==> config.mk <==
export PLATFORM = sky130hd
export DESIGN_NAME = contour_centroid_size_filter
export DESIGN_NICKNAME = d
export VERILOG_FILES = /design/src/hw/rtl/ccsf_pkg.sv /design/src/hw/rtl/ccsf_front.sv /design/src/hw/rtl/ccsf_queue.sv /design/src/hw/rtl/ccsf_back.sv /design/src/hw/rtl/contour_centroid_size_filter.sv
export SDC_FILE = /design/constraint.sdc
export NUM_CORES = 1
export LEC_CHECK = 0
export BUFFER_PORTS_ARGS = -buffer_cell sky130_fd_sc_hd__buf_4
export CAP_MARGIN = 20
export CORE_MARGIN = 1
export CORE_UTILIZATION = 68
export CTS_CLUSTER_SIZE = 40
export DETAILED_ROUTE_END_ITERATION = 6
export GPL_TIMING_DRIVEN = 1
export PLACE_DENSITY = 0.93
export SETUP_SLACK_MARGIN = 0.5
export SLEW_MARGIN = 20
export SYNTH_ARGS = -nofsm -noshare
export SYNTH_HDL_FRONTEND = slang
export SYNTH_SLANG_ARGS = --single-unit
==> constraint.sdc <==
create_clock -name clk -period 12.23 [get_ports clk]
set_input_delay 1.223 -clock clk [delete_from_list [all_inputs] [get_ports clk]]
set_output_delay 1.223 -clock clk [all_outputs]
set_load 0.05 [all_outputs]
==> src/hw/rtl/ccsf_pkg.sv <==
package ccsf_pkg;

  localparam int POINT_W  = 12;
  localparam int OUT_W    = 16;
  localparam int SIZE_W   = 13;
  localparam int CFG_IDX_W  = 2;
  localparam int CFG_DATA_W = 13;

  localparam logic [CFG_IDX_W-1:0] REG_FILTER_ENABLE = 2'd0;
  localparam logic [CFG_IDX_W-1:0] REG_MIN_SIZE      = 2'd1;
  localparam logic [CFG_IDX_W-1:0] REG_MAX_SIZE      = 2'd2;

  localparam logic [SIZE_W-1:0] MIN_SIZE_RESET = 13'd1;
  localparam logic [SIZE_W-1:0] MAX_SIZE_RESET = 13'd4096;

  typedef struct packed {
    logic [POINT_W-1:0] point_x;
    logic [POINT_W-1:0] point_y;
    logic               last_point;
  } in_t;

  typedef struct packed {
    logic [OUT_W-1:0] centroid_x;
    logic [OUT_W-1:0] centroid_y;
    logic             accepted;
    logic             too_long;
  } out_t;

endpackage

==> src/hw/rtl/ccsf_front.sv <==
module ccsf_front #(
  parameter int COORD_BITS         = 12,
  parameter int MAX_CONTOUR_POINTS = 65535,
  parameter type JOB_T             = logic
) (
  input  logic          clk,
  input  logic          rst_n,
  input  logic          in_beat,
  input  ccsf_pkg::in_t in_data,
  output logic          push,
  output JOB_T          job
);
  import ccsf_pkg::*;

  localparam int CW    = COORD_BITS;
  localparam int CNT_W = $clog2(MAX_CONTOUR_POINTS + 1);
  localparam int SW    = CW + CNT_W;
  localparam int XW    = (CW > POINT_W) ? CW : POINT_W;

  logic [SW-1:0]    sum_col_r, sum_row_r, sum_col_upd, sum_row_upd;
  logic [CNT_W-1:0] cnt_r, cnt_upd;
  logic             sat_r, sat_upd;
  logic [CW-1:0]    min_col_r, min_row_r, max_col_r, max_row_r;
  logic [CW-1:0]    min_col_upd, min_row_upd, max_col_upd, max_row_upd;
  logic [CW-1:0]    x_c, y_c;
  logic             can_add;

  assign x_c = CW'(XW'(in_data.point_x));
  assign y_c = CW'(XW'(in_data.point_y));

  // Once the count limit is reached, points only widen the box.
  assign can_add = cnt_r < CNT_W'(MAX_CONTOUR_POINTS);

  always_comb begin
    sum_col_upd = can_add ? sum_col_r + SW'(x_c) : sum_col_r;
    sum_row_upd = can_add ? sum_row_r + SW'(y_c) : sum_row_r;
    cnt_upd     = can_add ? cnt_r + CNT_W'(1) : cnt_r;
    sat_upd     = sat_r | ~can_add;
    min_col_upd = (x_c < min_col_r) ? x_c : min_col_r;
    min_row_upd = (y_c < min_row_r) ? y_c : min_row_r;
    max_col_upd = (x_c > max_col_r) ? x_c : max_col_r;
    max_row_upd = (y_c > max_row_r) ? y_c : max_row_r;
  end

  always_comb begin
    job.sum_col = sum_col_upd;
    job.sum_row = sum_row_upd;
    job.count   = cnt_upd;
    job.sat     = sat_upd;
    job.min_col = min_col_upd;
    job.min_row = min_row_upd;
    job.max_col = max_col_upd;
    job.max_row = max_row_upd;
  end

  assign push = in_beat & in_data.last_point;

  always_ff @(posedge clk) begin
    if (!rst_n || push) begin
      sum_col_r <= '0;
      sum_row_r <= '0;
      cnt_r     <= '0;
      sat_r     <= 1'b0;
      min_col_r <= '1;
      min_row_r <= '1;
      max_col_r <= '0;
      max_row_r <= '0;
    end else if (in_beat) begin
      sum_col_r <= sum_col_upd;
      sum_row_r <= sum_row_upd;
      cnt_r     <= cnt_upd;
      sat_r     <= sat_upd;
      min_col_r <= min_col_upd;
      min_row_r <= min_row_upd;
      max_col_r <= max_col_upd;
      max_row_r <= max_row_upd;
    end
  end

endmodule

==> src/hw/rtl/ccsf_queue.sv <==
module ccsf_queue #(
  parameter type T = logic
) (
  input  logic clk,
  input  logic rst_n,
  input  logic push,
  input  T     push_data,
  input  logic pop,
  output T     head,
  output logic empty,
  output logic full
);

  localparam int DEPTH = 2;
  localparam int PW    = $clog2(DEPTH);
  localparam int CNTW  = $clog2(DEPTH + 1);

  T                mem_r [DEPTH];
  logic [PW-1:0]   wr_ptr_r, rd_ptr_r;
  logic [CNTW-1:0] fill_r;

  assign empty = (fill_r == CNTW'(0));
  assign full  = (fill_r == CNTW'(DEPTH));
  assign head  = mem_r[rd_ptr_r];

  always_ff @(posedge clk) begin
    if (push) begin
      mem_r[wr_ptr_r] <= push_data;
    end
  end

  always_ff @(posedge clk) begin
    if (!rst_n) begin
      wr_ptr_r <= '0;
      rd_ptr_r <= '0;
      fill_r   <= '0;
    end else begin
      if (push) begin
        wr_ptr_r <= (wr_ptr_r == PW'(DEPTH - 1)) ? '0 : wr_ptr_r + PW'(1);
      end
      if (pop) begin
        rd_ptr_r <= (rd_ptr_r == PW'(DEPTH - 1)) ? '0 : rd_ptr_r + PW'(1);
      end
      if (push && !pop) begin
        fill_r <= fill_r + CNTW'(1);
      end else if (pop && !push) begin
        fill_r <= fill_r - CNTW'(1);
      end
    end
  end

endmodule

==> src/hw/rtl/ccsf_back.sv <==
module ccsf_back #(
  parameter int COORD_BITS         = 12,
  parameter int MAX_CONTOUR_POINTS = 65535,
  parameter int FRAC_BITS          = 4,
  parameter type JOB_T             = logic
) (
  input  logic                                clk,
  input  logic                                rst_n,
  input  logic                                cfg_we,
  input  logic [ccsf_pkg::CFG_IDX_W-1:0]      cfg_index,
  input  logic [ccsf_pkg::CFG_DATA_W-1:0]     cfg_data,
  input  JOB_T                                job,
  input  logic                                job_empty,
  output logic                                job_pop,
  output logic                                out_valid,
  input  logic                                out_ready,
  output ccsf_pkg::out_t                      out_data
);
  import ccsf_pkg::*;

  localparam int CW    = COORD_BITS;
  localparam int CNT_W = $clog2(MAX_CONTOUR_POINTS + 1);
  localparam int SW    = CW + CNT_W;
  localparam int DW    = SW + FRAC_BITS;
  localparam int STW   = $clog2(DW + 1);
  localparam int BW    = (CW + 1 > SIZE_W) ? CW + 1 : SIZE_W;
  localparam int QW    = (DW > OUT_W) ? DW : OUT_W;

  typedef enum logic [2:0] {
    S_IDLE = 3'b001,
    S_DIV  = 3'b010,
    S_OUT  = 3'b100
  } state_t;

  state_t state_r, state_nxt;

  logic              filter_en_r;
  logic [SIZE_W-1:0] min_size_r, max_size_r;

  logic [DW-1:0]    dvx_r, dvy_r, dvx_nxt, dvy_nxt;
  logic [CNT_W-1:0] remx_r, remy_r, remx_nxt, remy_nxt;
  logic [CNT_W-1:0] div_r;
  logic [STW-1:0]   step_r;
  logic             acc_r, sat_r, zero_r;

  logic [CNT_W:0]   shx, shy;
  logic             gex, gey;
  logic [BW-1:0]    w_col, w_row;
  logic             acc_calc;
  logic [QW-1:0]    qx, qy;
  logic [OUT_W-1:0] cx, cy;
  logic             out_load;
  logic             out_valid_r;
  out_t             out_data_r;

  always_ff @(posedge clk) begin
    if (!rst_n) begin
      filter_en_r <= 1'b0;
      min_size_r  <= MIN_SIZE_RESET;
      max_size_r  <= MAX_SIZE_RESET;
    end else if (cfg_we) begin
      case (cfg_index)
        REG_FILTER_ENABLE: filter_en_r <= cfg_data[0];
        REG_MIN_SIZE:      min_size_r  <= cfg_data;
        REG_MAX_SIZE:      max_size_r  <= cfg_data;
        default: ;
      endcase
    end
  end

  // Box width and height; an empty box counts as size zero.
  always_comb begin
    w_col = (job.max_col >= job.min_col) ?
            BW'(job.max_col) - BW'(job.min_col) + BW'(1) : '0;
    w_row = (job.max_row >= job.min_row) ?
            BW'(job.max_row) - BW'(job.min_row) + BW'(1) : '0;
    acc_calc = !filter_en_r ||
               (w_col >= BW'(min_size_r) && w_col <= BW'(max_size_r) &&
                w_row >= BW'(min_size_r) && w_row <= BW'(max_size_r));
  end

  // One restoring division step per cycle for each axis. The dividend
  // shifts out at the top while quotient bits fill in from the bottom.
  always_comb begin
    shx = {remx_r, dvx_r[DW-1]};
    shy = {remy_r, dvy_r[DW-1]};
    gex = shx >= {1'b0, div_r};
    gey = shy >= {1'b0, div_r};
    remx_nxt = gex ? CNT_W'(shx - {1'b0, div_r}) : CNT_W'(shx);
    remy_nxt = gey ? CNT_W'(shy - {1'b0, div_r}) : CNT_W'(shy);
    dvx_nxt  = {dvx_r[DW-2:0], gex};
    dvy_nxt  = {dvy_r[DW-2:0], gey};
  end

  always_comb begin
    qx = QW'(dvx_r);
    qy = QW'(dvy_r);
    cx = (qx > QW'({OUT_W{1'b1}})) ? {OUT_W{1'b1}} : OUT_W'(qx);
    cy = (qy > QW'({OUT_W{1'b1}})) ? {OUT_W{1'b1}} : OUT_W'(qy);
    if (zero_r) begin
      cx = '0;
      cy = '0;
    end
  end

  assign out_load = (state_r == S_OUT) && (!out_valid_r || out_ready);
  assign job_pop  = (state_r == S_IDLE) && !job_empty;

  always_comb begin
    state_nxt = state_r;
    unique case (state_r)
      S_IDLE: if (!job_empty) state_nxt = S_DIV;
      S_DIV:  if (step_r == STW'(1)) state_nxt = S_OUT;
      S_OUT:  if (out_load) state_nxt = S_IDLE;
      default: state_nxt = S_IDLE;
    endcase
  end

  always_ff @(posedge clk) begin
    if (!rst_n) begin
      state_r     <= S_IDLE;
      out_valid_r <= 1'b0;
    end else begin
      state_r <= state_nxt;
      if (out_load) begin
        out_valid_r <= 1'b1;
      end else if (out_ready) begin
        out_valid_r <= 1'b0;
      end
    end
  end

  always_ff @(posedge clk) begin
    if (job_pop) begin
      dvx_r  <= {job.sum_col, {FRAC_BITS{1'b0}}};
      dvy_r  <= {job.sum_row, {FRAC_BITS{1'b0}}};
      remx_r <= '0;
      remy_r <= '0;
      div_r  <= job.count;
      step_r <= STW'(DW);
      acc_r  <= acc_calc;
      sat_r  <= job.sat;
      zero_r <= (job.count == '0);
    end else if (state_r == S_DIV) begin
      dvx_r  <= dvx_nxt;
      dvy_r  <= dvy_nxt;
      remx_r <= remx_nxt;
      remy_r <= remy_nxt;
      step_r <= step_r - STW'(1);
    end
    if (out_load) begin
      out_data_r.centroid_x <= cx;
      out_data_r.centroid_y <= cy;
      out_data_r.accepted   <= acc_r;
      out_data_r.too_long   <= sat_r;
    end
  end

  assign out_valid = out_valid_r;
  assign out_data  = out_data_r;

endmodule

==> src/hw/rtl/contour_centroid_size_filter.sv <==
// Contour centroid with bounding-box size filter.
// The input channel carries one contour point per beat, with last_point set
// on the contour's final point. Points are taken one per cycle for as long
// as the two-entry contour queue has room; ordinary points need no other
// work, so a contour streams in at one point per cycle.
// On the last point the sums, count and box go into the queue and the
// accumulators clear for the next contour in the same cycle. The back end
// runs both centroid divisions side by side, one quotient bit per cycle.
// After the last point the job passes through the queue, the division
// steps and the output register. The bit-serial divider sets the sustained
// throughput: the back end takes no new contour until the last result is
// loaded, so short contours back up the queue and then hold in_ready low.
// The result sits in an output register: while the receiver stalls it
// holds, the divider finishes the next contour and waits, and the front
// keeps taking points until the queue fills.
// Configuration writes take effect at once and belong to idle periods.
// Reset clears the accumulators, queue and output valid, and returns the
// registers to filter off, min_size 1, max_size 4096.
module contour_centroid_size_filter #(
  parameter int COORD_BITS         = 12,
  parameter int MAX_CONTOUR_POINTS = 65535,
  parameter int FRAC_BITS          = 4
) (
  input  logic                            clk,
  input  logic                            rst_n,
  input  logic                            in_valid,
  output logic                            in_ready,
  input  ccsf_pkg::in_t                   in_data,
  output logic                            out_valid,
  input  logic                            out_ready,
  output ccsf_pkg::out_t                  out_data,
  input  logic                            cfg_we,
  input  logic [ccsf_pkg::CFG_IDX_W-1:0]  cfg_index,
  input  logic [ccsf_pkg::CFG_DATA_W-1:0] cfg_data
);
  import ccsf_pkg::*;

  localparam int CW    = COORD_BITS;
  localparam int CNT_W = $clog2(MAX_CONTOUR_POINTS + 1);
  localparam int SW    = CW + CNT_W;

  typedef struct packed {
    logic [SW-1:0]    sum_col;
    logic [SW-1:0]    sum_row;
    logic [CNT_W-1:0] count;
    logic             sat;
    logic [CW-1:0]    min_col;
    logic [CW-1:0]    min_row;
    logic [CW-1:0]    max_col;
    logic [CW-1:0]    max_row;
  } job_t;

  job_t job_in, job_head;
  logic push, pop, q_empty, q_full, in_beat;

  assign in_ready = !q_full;
  assign in_beat  = in_valid && in_ready;

  ccsf_front #(
    .COORD_BITS        (COORD_BITS),
    .MAX_CONTOUR_POINTS(MAX_CONTOUR_POINTS),
    .JOB_T             (job_t)
  ) u_front (
    .clk    (clk),
    .rst_n  (rst_n),
    .in_beat(in_beat),
    .in_data(in_data),
    .push   (push),
    .job    (job_in)
  );

  ccsf_queue #(
    .T(job_t)
  ) u_queue (
    .clk      (clk),
    .rst_n    (rst_n),
    .push     (push),
    .push_data(job_in),
    .pop      (pop),
    .head     (job_head),
    .empty    (q_empty),
    .full     (q_full)
  );

  ccsf_back #(
    .COORD_BITS        (COORD_BITS),
    .MAX_CONTOUR_POINTS(MAX_CONTOUR_POINTS),
    .FRAC_BITS         (FRAC_BITS),
    .JOB_T             (job_t)
  ) u_back (
    .clk      (clk),
    .rst_n    (rst_n),
    .cfg_we   (cfg_we),
    .cfg_index(cfg_index),
    .cfg_data (cfg_data),
    .job      (job_head),
    .job_empty(q_empty),
    .job_pop  (pop),
    .out_valid(out_valid),
    .out_ready(out_ready),
    .out_data (out_data)
  );

endmodule
Word-level counts from Yosys, hierarchy flattened
Memory sizes are Yosys's and may differ from the RTL's. A register that Yosys moved wholly into a read port is not among the register bits.
Index checks and enable logic that the tools add are counted.
Widths: inputs -> output; s select.
{"block": "word_totals", "register_bits": 311, "ram_bits": 242, "output_inout_bits": 36, "memories": 1}
{"block": "op_classes", "addsub": 14, "n_lt_le_gt_ge": 15, "eq_ne": 10, "n_mux": 31, "bitwise_logic": 3, "reduce_logical": 28}
{"name": "u_queue.mem_r", "words": 2, "word_bits": 121, "read_ports": 1, "rd_ports_with_merged_regs": 1, "wr": 1, "line": "ccsf_queue.sv:18", "text": "T mem_r [DEPTH];"}
{"operator": "$mux 32", "n": 4}
{"operator": "$mux 16", "n": 5}
{"operator": "$gt 32x16->1 const B", "n": 2}
{"operator": "$add 28x12->28", "n": 2}
{"operator": "$mux 28", "n": 2}
{"operator": "$mux 12", "n": 4}
{"operator": "$ge 17x16->1", "n": 2}
{"operator": "$sub 16x16->16", "n": 2}
{"operator": "$add 13x1->13 const B", "n": 2}
{"operator": "$ge 13x13->1", "n": 2}
{"operator": "$le 13x13->1", "n": 2}
{"operator": "$mux 13", "n": 2}
{"operator": "$sub 12x12->13", "n": 2}
{"operator": "$ge 12x12->1", "n": 2}
{"operator": "$gt 12x12->1", "n": 2}
{"operator": "$lt 12x12->1", "n": 2}
{"operator": "$add 16x1->16 const B", "n": 1}
{"operator": "$logic_not 16->1", "n": 1}
{"operator": "$lt 16x16->1 const B", "n": 1}
{"operator": "$mux 3", "n": 3}
{"operator": "$pmux 3 s3", "n": 1}
{"operator": "$logic_and 1x1->1", "n": 8}
{"operator": "$mux 1", "n": 8}
{"operator": "$logic_not 1->1", "n": 7}
{"operator": "other kinds (21)", "n": 32}

Logic depth before layout (Yosys ltp)
{"block": "logic_depth", "word_depth": 8, "ltp_mapped": 25, "ltp_nobuf": 22}

By module
From an unflattened synthesis, not the netlist that was laid out.
{"block": "hier_totals", "hier_cells": 2822, "hier_area_um2": 29844.9}
{"module": "ccsf_back", "n_inst": 1, "cells_per_inst": 1253, "area_per_inst_um2": 11986.5, "seq_area_each_um2": 4814.6}
{"module": "ccsf_queue", "n_inst": 1, "cells_per_inst": 398, "area_per_inst_um2": 8969.9, "seq_area_each_um2": 7367.1}
{"module": "ccsf_front", "n_inst": 1, "cells_per_inst": 1169, "area_per_inst_um2": 8878.5, "seq_area_each_um2": 2422.3}
{"module": "contour_centroid_size_filter", "n_inst": 1, "cells_per_inst": 2, "area_per_inst_um2": 10.0, "seq_area_each_um2": 0.0}

Least setup slack after synthesis
OpenSTA, ideal clock, no wires.
{"block": "synth_timing", "kind": "input-to-reg", "from": "in in_valid", "to": "mem u_queue.mem_r[0][0] (netlist name), enable pin", "setup_time_ns": 0.604, "t_arrival_ns": 6.616, "required_time_ns": 11.626, "slack_ns": 5.010, "path_stages": 3, "path_buffers": 0, "path_cell_list": "and2_0 > nand2_1 > nor2_1"}
{"block": "synth_between", "elab_chain_len": 4}
{"item": "from (decl)", "line": "contour_centroid_size_filter.sv:26", "text": "input logic in_valid,"}
{"item": "$logic_and 1x1->1", "line": "contour_centroid_size_filter.sv:57", "text": "assign in_beat = in_valid && in_ready;"}
{"item": "$and 1x1->1", "line": "ccsf_front.sv:56", "text": "assign push = in_beat & in_data.last_point;"}
{"item": "$mux 1", "line": "ccsf_queue.sv:27", "text": "if (push) begin"}
{"item": "$mux 1 (implied by the code)", "line": "ccsf_queue.sv:28", "text": "mem_r[wr_ptr_r] <= push_data;"}
{"item": "to (decl)", "line": "ccsf_queue.sv:18"}
No other way between the ends.

==> summary.md <==
| Metric | Value |
|---|---|
| Final cell count without fillers | 3458 |
| Sequential fraction of the synthesis area | 50.28% |
| Cts hold-fix bufs | 0 |
| Die W | 208.7 um |
| Post-synth top area share | 36.29% |
| Syn nets | 3108 |
| Row count | 75 |
| Yosys reg bits | 554 |
| H-tree Lvls | 2 |
| Number of diodes | 0 |
| Core ar. | 0.04204 sq mm |
| Post-synth EDFFs | 351 |
| Leading area contributor after synthesis | edfxtp_1 |
| Post-DP HPWL | 46.96 mm |
| Worst Setup End Kind | register |
| Main synth FF type | edfxtp_1 |
| Final period util | 47.82% |
| Setup_tns | 0 ns |
| Maximum clock frequency | 171.0 MHz |
| Synth warn | 0 |
| Multi-input logic area | 0.01338 sq mm |
| Hold Crit Class | register to register |
| Most area-consuming cells after synthesis | edfxtp_1 36%, dfxtp_1 14%, ha_1 9.0% |
| Setup violators final | 0 |
| Nets | 3141 |
| Synthesized area | 0.02905 sq mm |
| Post-synthesis cell type count | 72 |
| Antenna violations before repair | 0 |
| Post-Place Worst Slack | 6.438 ns |
| Nature of the critical path startpoint | register |
| Sink Count | 554 |
| Setup Buffers After CTS | 0 |
| Worst clock skew | 0.03240 ns |
| Largest net degree at the start of global routing | 90 |
| Slew Viols, Final | 0 |
| # fillers | 2553 |
| Routability cong. | 0.9328 |
| FF+latch area | 0.01461 sq mm |
| DR pass1 iterations | 6 |
| Commonest non-fill, non-tap cell in the layout | edfxtp_1 |
| P per Cell Area | 209.3 mW/mm^2 |
| R2R Setup Slk | 6.38 ns |
| Most frequent cells in the layout | 351 x edfxtp_1, 340 x nand2_1, 222 x o21ai_0 |
| Root buf cell | clkbuf_16 |
| Reg2Reg Depth | 15 |
| IO Pins | 81 |
| Vias | 22140 |
| Peak VDD IR | 0.1235 mV |
| Async SR Flop Fraction | 0% |
| Worst-Skew Late Latency | 0.63 ns |
| Status | finished clean |
| Clock buffer depth | 3 |
| Critical path required time | 12.58 ns |
| Per-cell routed wire length | 20.51 um |
| IO buf count | 80 |
| Fraction of layout cells with a size suffix above 1 | 8.941% |
| Min cycle time layout | 5.848 ns |
| Class of the most critical setup path | register to register |
| Hold path startpoint | u_back.acc_r$_DFFE_PP_ |
| Starting Density | 69.09% |
| Syn-to-layout area delta | 9.455% |
| Max-slew headroom | 26.15% |
| Worst Hold Depth | 0 |
| Syn avg cell area | 10.23 sq um |
| Antenna Violating Nets Remaining | 0 |
| Inst Count DP | 3354 |
| Crit-path max FO | 47 |
| Worst Tran Pin Value | 1.108 ns |
| Reg clk slew, reported paths | 0.06 ns |
| Die ar. | 0.04355 sq mm |
| DRT iter0 DRCs | 2346 |
| Drt drc | 0 |
| Max Cap Viol | 0 |
| Total wire length | 70.91 mm |
| Unrepaired setup endpoints after global routing | no |
| Grt ovf | 0 |
| Worst path arrival time | 6.20 ns |
| CTS Buf Count | 55 |
| Total GRT Usage | 32.52% |
| CTS tree | yes |
| Leak pwr | 12.41 nW |
| Post-CTS Resized | 0 |
| Fin. Hold Viols | 0 |
| Mapped Cells | 2839 |
| R2R Path End | u_back.acc_r$_DFFE_PP_ |
| Vias in the first global route | 21650 |
| Hold-critical path endpoint | u_back.out_data[1]$_DFFE_PP_ |
| Die height | 208.7 um |
| First-pass GRT wire length | 112.4 mm |
| PnR worst setup slack | 6.382 ns |
| Vias/cell | 6.401 |
[synthesized netlist by cell type (5+ instances only)]
| master | instances |
|---|---|
| mux2i_1 | 108 |
| o31ai_1 | 7 |
| mux2_2 | 37 |
| xor2_1 | 57 |
| a21oi_1 | 163 |
| inv_1 | 165 |
| buf_1 | 11 |
| xnor2_1 | 68 |
| a31o_2 | 7 |
| nand3_1 | 83 |
| o211ai_1 | 17 |
| a31oi_1 | 25 |
| a21boi_0 | 32 |
| nor2_1 | 222 |
| a311oi_1 | 5 |
| or3_1 | 17 |
| a211oi_1 | 9 |
| ha_1 | 208 |
| nor3_1 | 32 |
| a21o_1 | 46 |
| buf_2 | 7 |
| or4_1 | 13 |
| o311ai_0 | 7 |
| nand4_1 | 27 |
| and4_1 | 6 |
| edfxtp_1 | 351 |
| and2_1 | 18 |
| or2_2 | 10 |
| o21a_1 | 28 |
| nand2_1 | 341 |
| nand3b_1 | 5 |
| o21ai_1 | 5 |
| a32oi_1 | 8 |
| and3_1 | 16 |
| clkbuf_1 | 105 |
| dfxtp_1 | 203 |
| o31a_1 | 5 |
| nor2b_1 | 19 |
| nor4_1 | 25 |
| nand2b_1 | 25 |
| o21bai_1 | 11 |
| o21ai_0 | 222 |
| fa_1 | 16 |
[through the flow]
stage	hold slack [ns]	utilization, %	total power, mW	instance area (sq um)
after floorplan	0.4003	-	4.328	29050
after global placement	0.4195	71.45	4.832	30040
after detailed placement	0.4162	71.45	4.966	30040
after CTS	0.4312	75.61	6.617	31790
after global routing	0.4628	75.63	7.026	31790
final	0.4258	75.63	6.655	31790
[worst max-delay path, cell delays in order (launching register included)]
cell	delay, ns
dfxtp_4	0.74
buf_4	0.65
buf_4	0.74
mux2i_1	0.41
ha_1	0.31
a31oi_1	0.86
nor2_1	0.22
ha_1	0.37
and4_1	0.21
a31oi_1	0.16
a21boi_0	0.11
o21a_1	0.18
o31ai_1	0.23
nand2_1	0.08
a31oi_1	0.17
o31ai_1	0.09
[sequential cells by signal (all words and copies together), names as in the netlist, 2 cells and up, named ones only]
name               flops
u_queue.mem_r        242
u_back.out_data       34
u_back.dvx_r          32
u_back.dvy_r          32
u_front.sum_col_r     28
u_front.sum_row_r     28
u_back.div_r          16
u_back.remx_r         16
u_back.remy_r         16
u_front.cnt_r         16
u_back.max_size_r     13
u_back.min_size_r     13
u_front.max_col_r     12
u_front.max_row_r     12
u_front.min_col_r     12
u_front.min_row_r     12
u_back.step_r          6
u_back.state_r         3
u_queue.fill_r         2
[worst max path at each step]
| stage | from | end | slack, ns |
|---|---|---|---|
| 6_report | register | u_back.acc_r$_DFFE_PP_ | 6.38 |
| 5_1_grt | register | u_back.acc_r$_DFFE_PP_ | 6.05 |
| 4_1_cts | register | u_back.acc_r$_DFFE_PP_ | 6.39 |
| 3_5_place_dp | register | u_back.acc_r$_DFFE_PP_ | 6.44 |
| 3_3_place_gp | register | u_back.acc_r$_DFFE_PP_ | 6.44 |
| 2_1_floorplan | in_valid | u_queue.mem_r[0][0]$_DFFE_PP_ | 5.01 |
[routing by layer]
layer	vias up	track usage (%)	wire [um]
li1	10220	-	-
met1	10570	41.33	27730
met2	1113	54.32	34070
met3	228	4.463	5631
met4	0	17.37	3483
met5	-	0	0
[cell families (layout without fill, tap and decap cells)]
logic type / Yosys count / in the layout / synth area share (%)
and+or+nand+nor: 871 / 871 / 13.74
AOI/OAI and AO/OA: 629 / 629 / 13.15
DFF: 554 / 554 / 50.28
buffers and inverters: 291 / 371 / 3.847
adders and majority gates: 224 / 224 / 10.06
muxes: 145 / 145 / 5.156
xor gates and xnor gates: 125 / 125 / 3.769
[power by group]
group / internal, mW / switching [mW]
Clock: 0.892 / 0.749
Sequential: 2.34 / 0.180
Combinational: 0.982 / 1.51
[cell type report]
cell class,instances,share of cell area (%)
sequential,554,45.95
multi-input combinational,1994,42.07
clock buffer,71,4.687
timing repair buffer,102,2.408
tap,539,2.121
inverter,165,1.948
clock inverter,33,0.8186
Power figures use the tool's default switching activity.
